===== src/rtl/clt_pkg.sv =====
// clt_pkg: request and result types, operation and status codes for the
// compacting list table. No dependencies; used by all modules but clt_ram.
`default_nettype none

package clt_pkg;

    // fixed field widths of the request and result
    localparam int unsigned OP_W      = 3;
    localparam int unsigned IDX_W     = 6;
    localparam int unsigned VAL_W     = 32;
    localparam int unsigned ST_W      = 2;
    localparam int unsigned CNT_OUT_W = 7;

    // operation codes
    localparam logic [OP_W-1:0] OP_OVERWRITE = 3'd0;
    localparam logic [OP_W-1:0] OP_DEL_VAL   = 3'd1;
    localparam logic [OP_W-1:0] OP_DEL_IDX   = 3'd2;
    localparam logic [OP_W-1:0] OP_APPEND    = 3'd3;
    localparam logic [OP_W-1:0] OP_REVERSE   = 3'd4;
    localparam logic [OP_W-1:0] OP_SEARCH    = 3'd5;

    // status codes
    localparam logic [ST_W-1:0] ST_OK       = 2'd0;
    localparam logic [ST_W-1:0] ST_RANGE    = 2'd1;
    localparam logic [ST_W-1:0] ST_NOTFOUND = 2'd2;
    localparam logic [ST_W-1:0] ST_FULL     = 2'd3;

    typedef struct packed {
        logic [OP_W-1:0]         req_type;
        logic [IDX_W-1:0]        index;
        logic signed [VAL_W-1:0] value;
    } t_req;

    typedef struct packed {
        logic [ST_W-1:0]      status;
        logic [IDX_W-1:0]     found_index;
        logic [CNT_OUT_W-1:0] count;
    } t_res;

    // controller states
    typedef enum logic [2:0] {
        S_IDLE,
        S_SCAN,
        S_REV_RD_LO,
        S_REV_RD_HI,
        S_REV_WR_LO,
        S_REV_WR_HI,
        S_DONE
    } t_state;

    // commands from controller to datapath
    typedef struct packed {
        logic load;
        logic scan;
        logic rev_rd_lo;
        logic rev_rd_hi;
        logic rev_wr_lo;
        logic rev_wr_hi;
        logic finish;
    } t_cmd;

    // status from datapath to controller
    typedef struct packed {
        logic scan_done;
        logic rev_more;
        logic cnt_gt1;
    } t_sts;

endpackage

`default_nettype wire


===== src/rtl/clt_ram.sv =====
// clt_ram: generic single write port, single read port RAM with registered
// read data. No dependencies.
`default_nettype none

module clt_ram #(
    parameter int unsigned WIDTH = 32,
    parameter int unsigned DEPTH = 64
) (
    input  wire logic                     i_clk,
    input  wire logic                     i_we,
    input  wire logic [$clog2(DEPTH)-1:0] i_waddr,
    input  wire logic [WIDTH-1:0]         i_wdata,
    input  wire logic [$clog2(DEPTH)-1:0] i_raddr,
    output logic      [WIDTH-1:0]         o_rdata
);

    logic [WIDTH-1:0] r_mem [DEPTH];

    // write port and registered read port
    always_ff @(posedge i_clk) begin
        if (i_we) begin
            r_mem[i_waddr] <= i_wdata;
        end
        o_rdata <= r_mem[i_raddr];
    end

endmodule

`default_nettype wire


===== src/rtl/clt_ctrl.sv =====
// clt_ctrl: controller state machine of the compacting list table.
// Depends on clt_pkg for states, commands and operation codes.
`default_nettype none

module clt_ctrl (
    input  wire logic                   i_clk,
    input  wire logic                   i_rst_n,
    input  wire logic                   i_start,
    input  wire logic [clt_pkg::OP_W-1:0] i_op,
    input  wire clt_pkg::t_sts          i_sts,
    output clt_pkg::t_cmd               o_cmd,
    output logic                        o_busy
);

    import clt_pkg::*;

    t_state r_state;
    t_state n_state;

    // state register
    always_ff @(posedge i_clk) begin
        if (!i_rst_n) begin
            r_state <= S_IDLE;
        end else begin
            r_state <= n_state;
        end
    end

    // next state
    always_comb begin
        n_state = r_state;
        unique case (r_state)
            S_IDLE: begin
                if (i_start) begin
                    unique case (i_op) inside
                        OP_DEL_VAL, OP_DEL_IDX, OP_SEARCH: n_state = S_SCAN;
                        OP_REVERSE: begin
                            n_state = i_sts.cnt_gt1 ? S_REV_RD_LO : S_DONE;
                        end
                        default: n_state = S_DONE;
                    endcase
                end
            end
            S_SCAN: begin
                if (i_sts.scan_done) begin
                    n_state = S_DONE;
                end
            end
            S_REV_RD_LO: n_state = S_REV_RD_HI;
            S_REV_RD_HI: n_state = S_REV_WR_LO;
            S_REV_WR_LO: n_state = S_REV_WR_HI;
            S_REV_WR_HI: n_state = i_sts.rev_more ? S_REV_RD_LO : S_DONE;
            S_DONE:      n_state = S_IDLE;
            default:     n_state = S_IDLE;
        endcase
    end

    // commands
    always_comb begin
        o_cmd  = '0;
        o_busy = 1'b1;
        unique case (r_state)
            S_IDLE: begin
                o_busy     = 1'b0;
                o_cmd.load = i_start;
            end
            S_SCAN:      o_cmd.scan      = 1'b1;
            S_REV_RD_LO: o_cmd.rev_rd_lo = 1'b1;
            S_REV_RD_HI: o_cmd.rev_rd_hi = 1'b1;
            S_REV_WR_LO: o_cmd.rev_wr_lo = 1'b1;
            S_REV_WR_HI: o_cmd.rev_wr_hi = 1'b1;
            S_DONE:      o_cmd.finish    = 1'b1;
            default:     o_busy          = 1'b0;
        endcase
    end

endmodule

`default_nettype wire


===== src/rtl/clt_dpath.sv =====
// clt_dpath: datapath of the compacting list table: entry RAM, fill count,
// scan and swap pointers, result register. Depends on clt_pkg and clt_ram.
`default_nettype none

module clt_dpath #(
    parameter int unsigned CAPACITY = 64
) (
    input  wire logic          i_clk,
    input  wire logic          i_rst_n,
    input  wire clt_pkg::t_req i_req,
    input  wire clt_pkg::t_cmd i_cmd,
    output clt_pkg::t_sts      o_sts,
    output clt_pkg::t_res      o_res,
    output logic               o_done
);

    import clt_pkg::*;

    localparam int unsigned AW   = $clog2(CAPACITY);
    localparam int unsigned CW   = $clog2(CAPACITY + 1);
    localparam int unsigned CMPW = (CW > IDX_W) ? CW : IDX_W;
    localparam int unsigned OW   = (CW > CNT_OUT_W) ? CW : CNT_OUT_W;
    localparam logic [CW-1:0] CAP_C = CW'(CAPACITY);

    t_req             r_req;
    logic [CW-1:0]    r_cnt;
    logic [CW-1:0]    n_cnt;
    logic [CW-1:0]    r_ptr;
    logic             r_rd_vld;
    logic [AW-1:0]    r_rd_pos;
    logic             r_hit;
    logic [AW-1:0]    r_where;
    logic [AW-1:0]    r_lo;
    logic [AW-1:0]    r_hi;
    logic [VAL_W-1:0] r_tmp;
    t_res             r_res;
    t_res             n_res;
    logic             r_done;

    logic             ram_we;
    logic [AW-1:0]    ram_waddr;
    logic [VAL_W-1:0] ram_wdata;
    logic [AW-1:0]    ram_raddr;
    logic [VAL_W-1:0] rd_data;

    logic             issue;
    logic             is_delete;
    logic             val_match;
    logic             pos_match;
    logic             match;
    logic [CMPW-1:0]  idx_ext;
    logic             idx_ok;
    logic [AW-1:0]    idx_a;
    logic [CW-1:0]    cnt_m1;
    logic [AW-1:0]    fin_where;
    logic [CMPW-1:0]  where_ext;
    logic [OW-1:0]    cnt_ext;
    logic             fin_ok;

    // entry store
    clt_ram #(
        .WIDTH (VAL_W),
        .DEPTH (CAPACITY)
    ) u_ram (
        .i_clk   (i_clk),
        .i_we    (ram_we),
        .i_waddr (ram_waddr),
        .i_wdata (ram_wdata),
        .i_raddr (ram_raddr),
        .o_rdata (rd_data)
    );

    // request decode and compares
    assign idx_ext   = CMPW'(r_req.index);
    assign idx_ok    = idx_ext < CMPW'(r_cnt);
    assign idx_a     = idx_ext[AW-1:0];
    assign cnt_m1    = r_cnt - CW'(1);
    assign issue     = i_cmd.scan && (r_ptr < r_cnt);
    assign is_delete = (r_req.req_type == OP_DEL_VAL) || (r_req.req_type == OP_DEL_IDX);
    assign val_match = rd_data == $unsigned(r_req.value);
    assign pos_match = CMPW'(r_rd_pos) == idx_ext;
    assign match     = (r_req.req_type == OP_DEL_IDX) ? pos_match : val_match;

    // status to controller
    assign o_sts.scan_done = !(r_ptr < r_cnt) && !r_rd_vld;
    assign o_sts.rev_more  = ({1'b0, r_lo} + (AW + 1)'(2)) < {1'b0, r_hi};
    assign o_sts.cnt_gt1   = r_cnt > CW'(1);

    // read address select
    always_comb begin
        if (i_cmd.rev_rd_lo) begin
            ram_raddr = r_lo;
        end else if (i_cmd.rev_rd_hi) begin
            ram_raddr = r_hi;
        end else begin
            ram_raddr = r_ptr[AW-1:0];
        end
    end

    // write port: gap closing, swaps, overwrite and append
    always_comb begin
        ram_we    = 1'b0;
        ram_waddr = '0;
        ram_wdata = rd_data;
        if (i_cmd.scan && r_rd_vld && r_hit && is_delete) begin
            ram_we    = 1'b1;
            ram_waddr = r_rd_pos - AW'(1);
        end else if (i_cmd.rev_wr_lo) begin
            ram_we    = 1'b1;
            ram_waddr = r_lo;
        end else if (i_cmd.rev_wr_hi) begin
            ram_we    = 1'b1;
            ram_waddr = r_hi;
            ram_wdata = r_tmp;
        end else if (i_cmd.finish) begin
            if (r_req.req_type == OP_OVERWRITE && idx_ok) begin
                ram_we    = 1'b1;
                ram_waddr = idx_a;
                ram_wdata = r_req.value;
            end else if (r_req.req_type == OP_APPEND && r_cnt < CAP_C) begin
                ram_we    = 1'b1;
                ram_waddr = r_cnt[AW-1:0];
                ram_wdata = r_req.value;
            end
        end
    end

    // final result and new count
    always_comb begin
        n_cnt         = r_cnt;
        n_res.status  = ST_OK;
        fin_where     = '0;
        case (r_req.req_type)
            OP_OVERWRITE: begin
                if (idx_ok) begin
                    fin_where = idx_a;
                end else begin
                    n_res.status = ST_RANGE;
                end
            end
            OP_DEL_VAL, OP_DEL_IDX: begin
                if (r_hit) begin
                    fin_where = r_where;
                    n_cnt     = cnt_m1;
                end else if (r_req.req_type == OP_DEL_VAL) begin
                    n_res.status = ST_NOTFOUND;
                end else begin
                    n_res.status = ST_RANGE;
                end
            end
            OP_APPEND: begin
                if (r_cnt < CAP_C) begin
                    fin_where = r_cnt[AW-1:0];
                    n_cnt     = r_cnt + CW'(1);
                end else begin
                    n_res.status = ST_FULL;
                end
            end
            OP_SEARCH: begin
                if (r_hit) begin
                    fin_where = r_where;
                end else begin
                    n_res.status = ST_NOTFOUND;
                end
            end
            default: begin
            end
        endcase
        fin_ok            = n_res.status == ST_OK;
        where_ext         = fin_ok ? CMPW'(fin_where) : '0;
        cnt_ext           = OW'(n_cnt);
        n_res.found_index = where_ext[IDX_W-1:0];
        n_res.count       = cnt_ext[CNT_OUT_W-1:0];
    end

    // control registers
    always_ff @(posedge i_clk) begin
        if (!i_rst_n) begin
            r_cnt    <= '0;
            r_rd_vld <= 1'b0;
            r_done   <= 1'b0;
        end else begin
            r_rd_vld <= issue;
            r_done   <= i_cmd.finish;
            if (i_cmd.finish) begin
                r_cnt <= n_cnt;
            end
        end
    end

    // request, pointers and match tracking
    always_ff @(posedge i_clk) begin
        if (i_cmd.load) begin
            r_req   <= i_req;
            r_ptr   <= '0;
            r_hit   <= 1'b0;
            r_where <= '0;
            r_lo    <= '0;
            r_hi    <= cnt_m1[AW-1:0];
        end else begin
            if (issue) begin
                r_ptr <= r_ptr + CW'(1);
            end
            if (i_cmd.scan && r_rd_vld) begin
                if (r_req.req_type == OP_SEARCH && val_match) begin
                    r_hit   <= 1'b1;
                    r_where <= r_rd_pos;
                end else if (is_delete && !r_hit && match) begin
                    r_hit   <= 1'b1;
                    r_where <= r_rd_pos;
                end
            end
            if (i_cmd.rev_wr_hi) begin
                r_lo <= r_lo + AW'(1);
                r_hi <= r_hi - AW'(1);
            end
        end
        r_rd_pos <= r_ptr[AW-1:0];
        if (i_cmd.rev_rd_hi) begin
            r_tmp <= rd_data;
        end
        if (i_cmd.finish) begin
            r_res <= n_res;
        end
    end

    assign o_res  = r_res;
    assign o_done = r_done;

endmodule

`default_nettype wire


===== src/rtl/compacting_list_table.sv =====
// compacting_list_table: dense list of 32-bit words with a fill count.
// Depends on clt_pkg, clt_ctrl, clt_dpath (which holds clt_ram).
//
// Usage: a request (operation, index, value) is taken on i_req at a rising
// edge where start is high and busy is low. Each request gives exactly one
// result on o_res, shown for a single cycle with o_done high; the receiver
// cannot hold it off. Requests: overwrite, delete by value, delete by index,
// append, reverse, search. Each result carries a status, the index removed or
// found and the fill count after the operation.
// Steps from acceptance to the o_done cycle, with n the fill count:
//   overwrite, append, unused codes: no scan and no swap
//   delete by value/index, search:   a scan of all n entries (none if empty),
//                                    one RAM read per entry
//   reverse:                         floor(n/2) swaps of low and high entry
// The entry RAM has one read and one write port; the scans and the swaps
// go through that read port. busy stays high from the cycle
// after acceptance until the result is registered.
// Reset empties the list (fill count zero); entry contents are not cleared
// and no clearing pass runs, the fill count marks what is valid.
`default_nettype none

module compacting_list_table #(
    parameter int unsigned CAPACITY = 64
) (
    input  wire logic          i_clk,
    input  wire logic          i_rst_n,
    input  wire logic          start,
    input  wire clt_pkg::t_req i_req,
    output logic               busy,
    output logic               o_done,
    output clt_pkg::t_res      o_res
);

    import clt_pkg::*;

    t_cmd cmd;
    t_sts sts;

    // controller
    clt_ctrl u_ctrl (
        .i_clk   (i_clk),
        .i_rst_n (i_rst_n),
        .i_start (start),
        .i_op    (i_req.req_type),
        .i_sts   (sts),
        .o_cmd   (cmd),
        .o_busy  (busy)
    );

    // datapath
    clt_dpath #(
        .CAPACITY (CAPACITY)
    ) u_dpath (
        .i_clk   (i_clk),
        .i_rst_n (i_rst_n),
        .i_req   (i_req),
        .i_cmd   (cmd),
        .o_sts   (sts),
        .o_res   (o_res),
        .o_done  (o_done)
    );

    // a result only appears once the request has left the controller
    a_done_idle: assert property (@(posedge i_clk) disable iff (!i_rst_n)
        o_done |-> !busy)
        else $error("result strobe while busy");

    // one request gives one strobe, never two in a row
    a_done_single: assert property (@(posedge i_clk) disable iff (!i_rst_n)
        o_done |=> !o_done)
        else $error("result strobe repeated");

    // an accepted request makes the block busy
    a_accept_busy: assert property (@(posedge i_clk) disable iff (!i_rst_n)
        (start && !busy) |=> busy)
        else $error("request accepted but block not busy");

    // failed requests report index zero
    a_fail_index: assert property (@(posedge i_clk) disable iff (!i_rst_n)
        (o_done && o_res.status != ST_OK) |-> (o_res.found_index == '0))
        else $error("nonzero index with failing status");

endmodule

`default_nettype wire


===== config.mk =====
export PLATFORM = sky130hd
export DESIGN_NAME = compacting_list_table
export DESIGN_NICKNAME = d
export VERILOG_FILES = /design/src/rtl/clt_pkg.sv /design/src/rtl/clt_ram.sv /design/src/rtl/clt_ctrl.sv /design/src/rtl/clt_dpath.sv /design/src/rtl/compacting_list_table.sv
export SDC_FILE = /design/constraint.sdc
export NUM_CORES = 2
export LEC_CHECK = 0
export BUFFER_PORTS_ARGS = -buffer_cell sky130_fd_sc_hd__buf_2
export CAP_MARGIN = 20
export CELL_PAD_IN_SITES_DETAIL_PLACEMENT = 1
export CELL_PAD_IN_SITES_GLOBAL_PLACEMENT = 2
export CORE_AREA = 2 2 436 438
export DETAILED_ROUTE_END_ITERATION = 10
export DIE_AREA = 0 0 438 440
export GPL_ROUTABILITY_DRIVEN = 0
export PLACE_DENSITY_LB_ADDON = 0.05
export SYNTH_ARGS = -nofsm -noshare
export SYNTH_HDL_FRONTEND = slang
export SYNTH_HIERARCHICAL = 1
export SYNTH_SLANG_ARGS = --single-unit
export TNS_END_PERCENT = 50

===== constraint.sdc =====
create_clock -name i_clk -period 5.78 [get_ports i_clk]
set_input_delay 0 -clock i_clk [delete_from_list [all_inputs] [get_ports i_clk]]
set_output_delay 0 -clock i_clk [all_outputs]
set_load 0.02 [all_outputs]

==> Word level (Yosys, flattened, before mapping) <==
Memory sizes are Yosys's and may differ from the RTL's. A register that Yosys moved wholly into a read port is not among the register bits.
Cells that the tools add are included.
{ "word_totals": {"register_bits": 132, "latch_bits": 0, "ram_bits": 2048, "romBits": 0, "inputBits": 44, "output_inout_bits": 17, "wordCells": 129, "n_memories": 1} }
{ "op_classes": {"n_addsub": 7, "n_mul": 0, "div_mod_pow": 0, "order_cmp": 5, "eq_ne": 18, "shifts": 0, "mux": 56, "bitwise_logic": 0, "reduce_logical": 25} }
{ "memory_table": {"columns": ["name", "depth", "width", "read_ports", "rd_clocked_by_memory_dff", "write_ports", "line", "text"], "rows": [
  ["u_dpath.u_ram.r_mem", 64, 32, 1, 1, 1, "clt_ram.sv:17", "logic [WIDTH-1:0] r_mem [DEPTH];"]
]} }
{ "ops": {"columns": ["cell", "n"], "rows": [
  ["$mux W32", 6],
  ["$mux W6", 15],
  ["$eq A32 B32 Y1", 1],
  ["$mux W1", 20],
  ["$eq A3 B3 Y1 const B", 6],
  ["$pmux W3 S6", 1],
  ["$pmux W6 S3", 1],
  ["$eq A3 B2 Y1 const B", 5],
  ["$add A7 B1 Y7 const B", 2],
  ["$mux W7", 2],
  ["$pmux W7 S2", 1],
  ["$mux W3", 4],
  ["$sub A6 B1 Y6 const B", 2],
  ["$logic_and A1 B1 Y1", 10],
  ["$eq A3 B1 Y1 const B", 3],
  ["$mux W2", 4],
  ["$pmux W2 S4", 1],
  ["$add A6 B2 Y7 const B", 1],
  ["$gt A7 B1 Y1 const B", 1],
  ["$lt A6 B7 Y1", 1],
  ["$lt A7 B6 Y1", 1],
  ["$lt A7 B7 Y1", 1],
  ["$lt A7 B7 Y1 const B", 1],
  ["$sub A7 B1 Y7 const B", 1],
  ["13 further kinds", 20]
]} }

==> Logic depth before layout (Yosys ltp) <==
{ "logic_depth": {"ltp_word": 10, "depth_mapped": 16, "mapped_depth_nobuf": 12} }

==> Hierarchy <==
The synthesis kept the hierarchy.
{ "by_module_without_submodules": {"columns": ["mod", "n_inst", "cells_each", "area_each_um2", "seq_area_each_um2"], "rows": [
  ["clt_ram", 1, 3324, 78515.3, 62139.6],
  ["clt_dpath", 1, 731, 7190.6, 3523.4],
  ["clt_ctrl", 1, 37, 285.3, 60.1]
]} }

==> Worst setup path after synthesis <==
Ideal clock, no wire load.
{ "synth_timing": {"kind": "flip-flop to flip-flop", "from": "register u_ctrl.r_state[0]", "to": "memory u_dpath.u_ram.r_mem[49][0] (enable)", "setup_time_ns": 0.461, "arrival_time_ns": 5.094, "t_required_ns": 5.319, "path_slack_ns": 0.225, "path_stages_with_launch": 10, "n_path_buf": 2, "synth_period_minus_slack_ns": 5.555, "path_cell_list": "dfxtp_1 clkbuf_1 buf_2 nor2_1 inv_1 nor3b_2 a221oi_1 a221oi_1 nand4_1 nor3_1"} }
{ "synth_lines": {"columns": ["item", "line", "text"], "rows": [
  ["from (decl)", "clt_ctrl.sv:17", "t_state r_state;"],
  ["from (signal assigned)", "clt_ctrl.sv:25", "r_state <= n_state;"],
  ["to (decl)", "clt_ram.sv:17", null]
]} }

==> Worst setup path after layout <==
{ "layout_timing": {"from": "register u_dpath/r_req[39] (netlist bit)", "to": "memory u_dpath.u_ram.r_mem[37][8] (enable)"} }
{ "layout_via": {"elab_cells_between_ends": 22, "classes_between": "eq/ne (3); mux (14); reduce/logical (5)"} }
{ "layout_lines": {"columns": ["item", "line", "text"], "rows": [
  ["from (decl)", "clt_dpath.sv:25", "t_req r_req;"],
  ["from (signal assigned)", "clt_dpath.sv:194", "r_req <= i_req;"],
  ["$eq A3 B2 Y1", "clt_dpath.sv:120", "end else if (r_req.req_type == OP_APPEND && r_cnt < CAP_C) begin"],
  ["$logic_and A1 B1 Y1", "clt_dpath.sv:120", null],
  ["$mux W6", "clt_dpath.sv:120", null],
  ["$mux W6", "clt_dpath.sv:116", "if (r_req.req_type == OP_OVERWRITE && idx_ok) begin"],
  ["$mux W6", "clt_dpath.sv:115", "end else if (i_cmd.finish) begin"],
  ["$mux W6", "clt_dpath.sv:111", "end else if (i_cmd.rev_wr_hi) begin"],
  ["$mux W6", "clt_dpath.sv:108", "end else if (i_cmd.rev_wr_lo) begin"],
  ["$mux W6 (*)", "clt_dpath.sv:105", "if (i_cmd.scan && r_rd_vld && r_hit && is_delete) begin"],
  ["named net u_dpath.ram_waddr[5]", "clt_dpath.sv:41", "logic [AW-1:0] ram_waddr;"]
]} }
Mark *: on every way through the listed nets, which the timed path passes. The rest lies on a longest branch.

==> summary.md <==
| Metric | Value |
|---|---|
| Area delta synth->final | `16.4%` |
| DP HPWL | `146 mm` |
| Cell Rows | `160` |
| Slowest CP cell | `or3b_2` |
| Hold Path Class | `in2reg` |
| Post-synth ARST share | `0%` |
| Root buf cell | `clkbuf_16` |
| EDFF count, synth | `2,142` |
| Register area share after synthesis | `76.4%` |
| Initial Util | `45.6%` |
| Mapped Area | `0.0860 mm2` |
| Crit-path max cell delay | `0.69 ns` |
| Die Wd | `438 um` |
| Crit path cell chain | `xor2_1 > nand3b_1 > nor2_2 > or2_1 > a221oi_1 > a221oi_1 > buf_4 > or3b_2 > nor2_4 > buf_4` |
| Max Fanout on Critical Path | `32` |
| H-tree Lvls | `4` |
| Wire per inst | `34.6 um` |
| Pre-antenna DRT Iters | `5` |
| Power Dens Cells | `499 mW/mm2` |
| Minimum clock period | `4.83 ns` |
| Die area | `0.193 mm2` |
| DRC viols | `0` |
| Clk buf depth | `3` |
| DRT iter0 DRCs | `4,734` |
| Crit path arrival time | `5.32 ns` |
| Status | `completed` |
| Setup violators final | `0` |
| Delay-heaviest family, CP | `simple AND/OR/NAND/NOR gates` |
| Post-CTS sizing | `0` |
| Crit. End Element | `flop` |
| Top cells by area, synth | `edfxtp_1 75%, mux4_2 14%, dfxtp_1 1.6%` |
| Worst r2r path cells | `10` |
| Yosys cell types | `67` |
| Clock Skew | `0.0438 ns` |
| Max Cap Viol | `0` |
| Final wirelength | `249 mm` |
| Ports | `61` |
| Unrepaired setup endpoints after global routing | `no` |
| Worst path depth | `10` |
| Post-CTS Setup Bufs | `0` |
| Reg clk slew, reported paths | `0.06 ns` |
| Routed via count | `43,300` |
| Startpoint Class | `flop` |
| Worst Path Buf+Inv | `2` |
| Maximum clock frequency | `207 MHz` |
| Die Y | `440 um` |
| Main synth FF type | `edfxtp_1` |
| Max Slew Vio Count | `0` |
| Post-synth top area share | `74.8%` |
| Net count reported at finish | `4,555` |
| CTS Buf Count | `225` |
| Period Utilization, post-route | `83.5%` |
| GR Util All Layers | `26.1%` |
| Share of cells above drive strength 1 | `28.1%` |
| Syn_nets | `4,161` |
| FF+latch count, synth | `2,212` |
| Clk_lat worst skew | `0.89 ns` |
| Hold buffers post-CTS | `84` |
| Critical path data required time | `6.27 ns` |
| Cell taking the most area after synthesis | `edfxtp_1` |
| P_leak | `30.9 nW` |
| Final Hold Fails | `0` |
| Fin Setup TNS | `0 ns` |
| First-pass GRT wire length | `352 mm` |
| Antenna viol nets, final | `0` |
| VDD IR max | `488 uV` |
| Sink Count | `2,212` |
| Rel. slew slack | `27.0%` |
| Congestion Overflow GR | `0` |
| Syn Inst Count | `4,092` |
| Initial antenna violation count | `11` |
| Worst-margin pin slew | `1.09 ns` |
| CTS tree | `yes` |
| Average size of a mapped cell | `21.0 um2` |
| Core Area | `0.189 mm2` |
| Hold depth | `3` |
| Pwr Total | `50.0 mW` |
| Port buffer count | `60` |
| Vias in the first global route | `45,500` |
| Vias/cell | `6.02` |
| Pin count of the biggest net entering global routing | `68` |
| Setup Crit Path Kind | `reg2reg` |
| Synth warn | `6` |
state kept, by name, summed over array words and instances, names as in the netlist, 3 cells and up:
register and count:
u_dpath/r_req 35, u_ctrl/r_state 3, u_dpath/u_ram/r_mem 2048, u_dpath/r_tmp 32, u_dpath/r_hi 6, u_dpath/u_ram/o_rdata 32
u_dpath/r_rd_pos 6, u_dpath/r_lo 6, u_dpath/o_res 15, u_dpath/r_where 6, u_dpath/r_cnt 7, u_dpath/r_ptr 7
u_dpath/idx_a 6
Yosys cell counts (6+ instances only):
cell type  instances
a21oi_1          145
nand4_1           12
a22oi_1           13
and2_1             7
buf_1             24
mux2i_1          111
o221ai_1          28
xnor2_1           20
ha_1              25
and3_1            10
o211a_1            6
o22ai_1          119
buf_2             72
nand2b_1          15
edfxtp_1        2142
nand2_1           90
o21ai_0           41
nor2b_1           23
nor3_1            14
a221oi_1          13
nor2_1           218
a222oi_1           6
mux4_2           544
inv_1             23
dfxtp_1           70
xor2_1            43
a21o_1             8
nand3_1           18
nand3b_1           6
buf_4             28
a311oi_1           9
clkbuf_1         103
nor3b_1            8
nor4_1            10
layer usage:
| metal | track usage (%) | up-vias | wire, um |
|---|---|---|---|
| met1 | 36.7 | 23800 | 105000 |
| met4 | 7.04 | 0 | 5910 |
| met5 | 0 | - | 0 |
| li1 | - | 17900 | - |
| met3 | 3.53 | 270 | 13600 |
| met2 | 43.3 | 1354 | 124000 |
layout by cell type, fill, tap and decap left out, drive strengths merged, types with 6 or more instances in the layout:
cell         count
edfxtp        2142
mux4           544
buf            314
clkbuf         293
nor2           219
a21oi          147
o22ai          119
mux2i          111
nand2           91
clkinv          89
dlygate4sd3     84
dfxtp           70
o21ai           46
xor2            43
inv             34
o221ai          28
ha              25
bufinv          23
nor2b           23
xnor2           20
nand3           18
nor3            16
nand2b          15
a22oi           13
a221oi          13
nand4           12
nor3b           11
nor4            10
and3            10
a311oi           9
a21o             8
and2             7
clkinvlp         6
nand3b           6
o211a            6
a222oi           6
or2              6
worst reg2reg max path, cell delays in order (launching register included):
cell and delay [ns]:
edfxtp_1 0.55, xor2_1 0.30, nand3b_1 0.25, nor2_2 0.58, or2_1 0.40, a221oi_1 0.13, a221oi_1 0.53, buf_4 0.26
or3b_2 0.69, nor2_4 0.20, buf_4 0.55
final cells by class:
cell class / count / area, um2
sequential: 2212 / 65700
clock buffer: 292 / 6040
antenna: 4 / 10.0
fill: 16400 / 88400
clock inverter: 127 / 1330
tap: 2511 / 3140
inverter: 25 / 93.8
timing repair buffer: 399 / 3750
multi-input combinational: 1623 / 20000
cells by family after synthesis:
family / after synthesis / synth area share (%)
DFF: 2212 / 76.4
xor gates and xnor gates: 63 / 0.642
AOI/OAI and AO/OA: 421 / 3.14
muxes: 657 / 15.6
and+or+nand+nor: 457 / 2.46
buffers and inverters: 257 / 1.39
adders and majority gates: 25 / 0.364
stage by stage:
stage	area (um2)	utilization [%]	hold WS (ns)	std cells	setup slack [ns]
final	100000	53.1	0.0796	7193	0.953
after global routing	100000	53.1	0.0566	7189	0.642
after CTS	100000	53.1	0.00519	7186	0.945
after detailed placement	91900	48.7	0.179	6683	0.968
after global placement	91700	48.6	0.176	6678	0.669
after floorplan	86000	-	0.0989	4092	0.225
worst paths after layout:
check / start / end / slack [ns]
setup reg to reg: u_dpath/r_req[39] / u_dpath/u_ram/r_mem[37][8] / 0.95
hold reg to reg: u_dpath/r_ptr[2] / u_dpath/r_rd_pos[2] / 0.48
setup / recovery: u_dpath/r_req[39] / u_dpath/u_ram/r_mem[37][8] / 0.95
hold / removal: i_rst_n / u_dpath/r_cnt[4] / 0.08
report_power, final:
group	switching, mW	leakage (nW)	internal [mW]
Clock	6.22	3.60	8.39
Sequential	0.720	20.0	21.8
Combinational	8.74	7.29	4.18
Power figures use the tool's default switching activity.
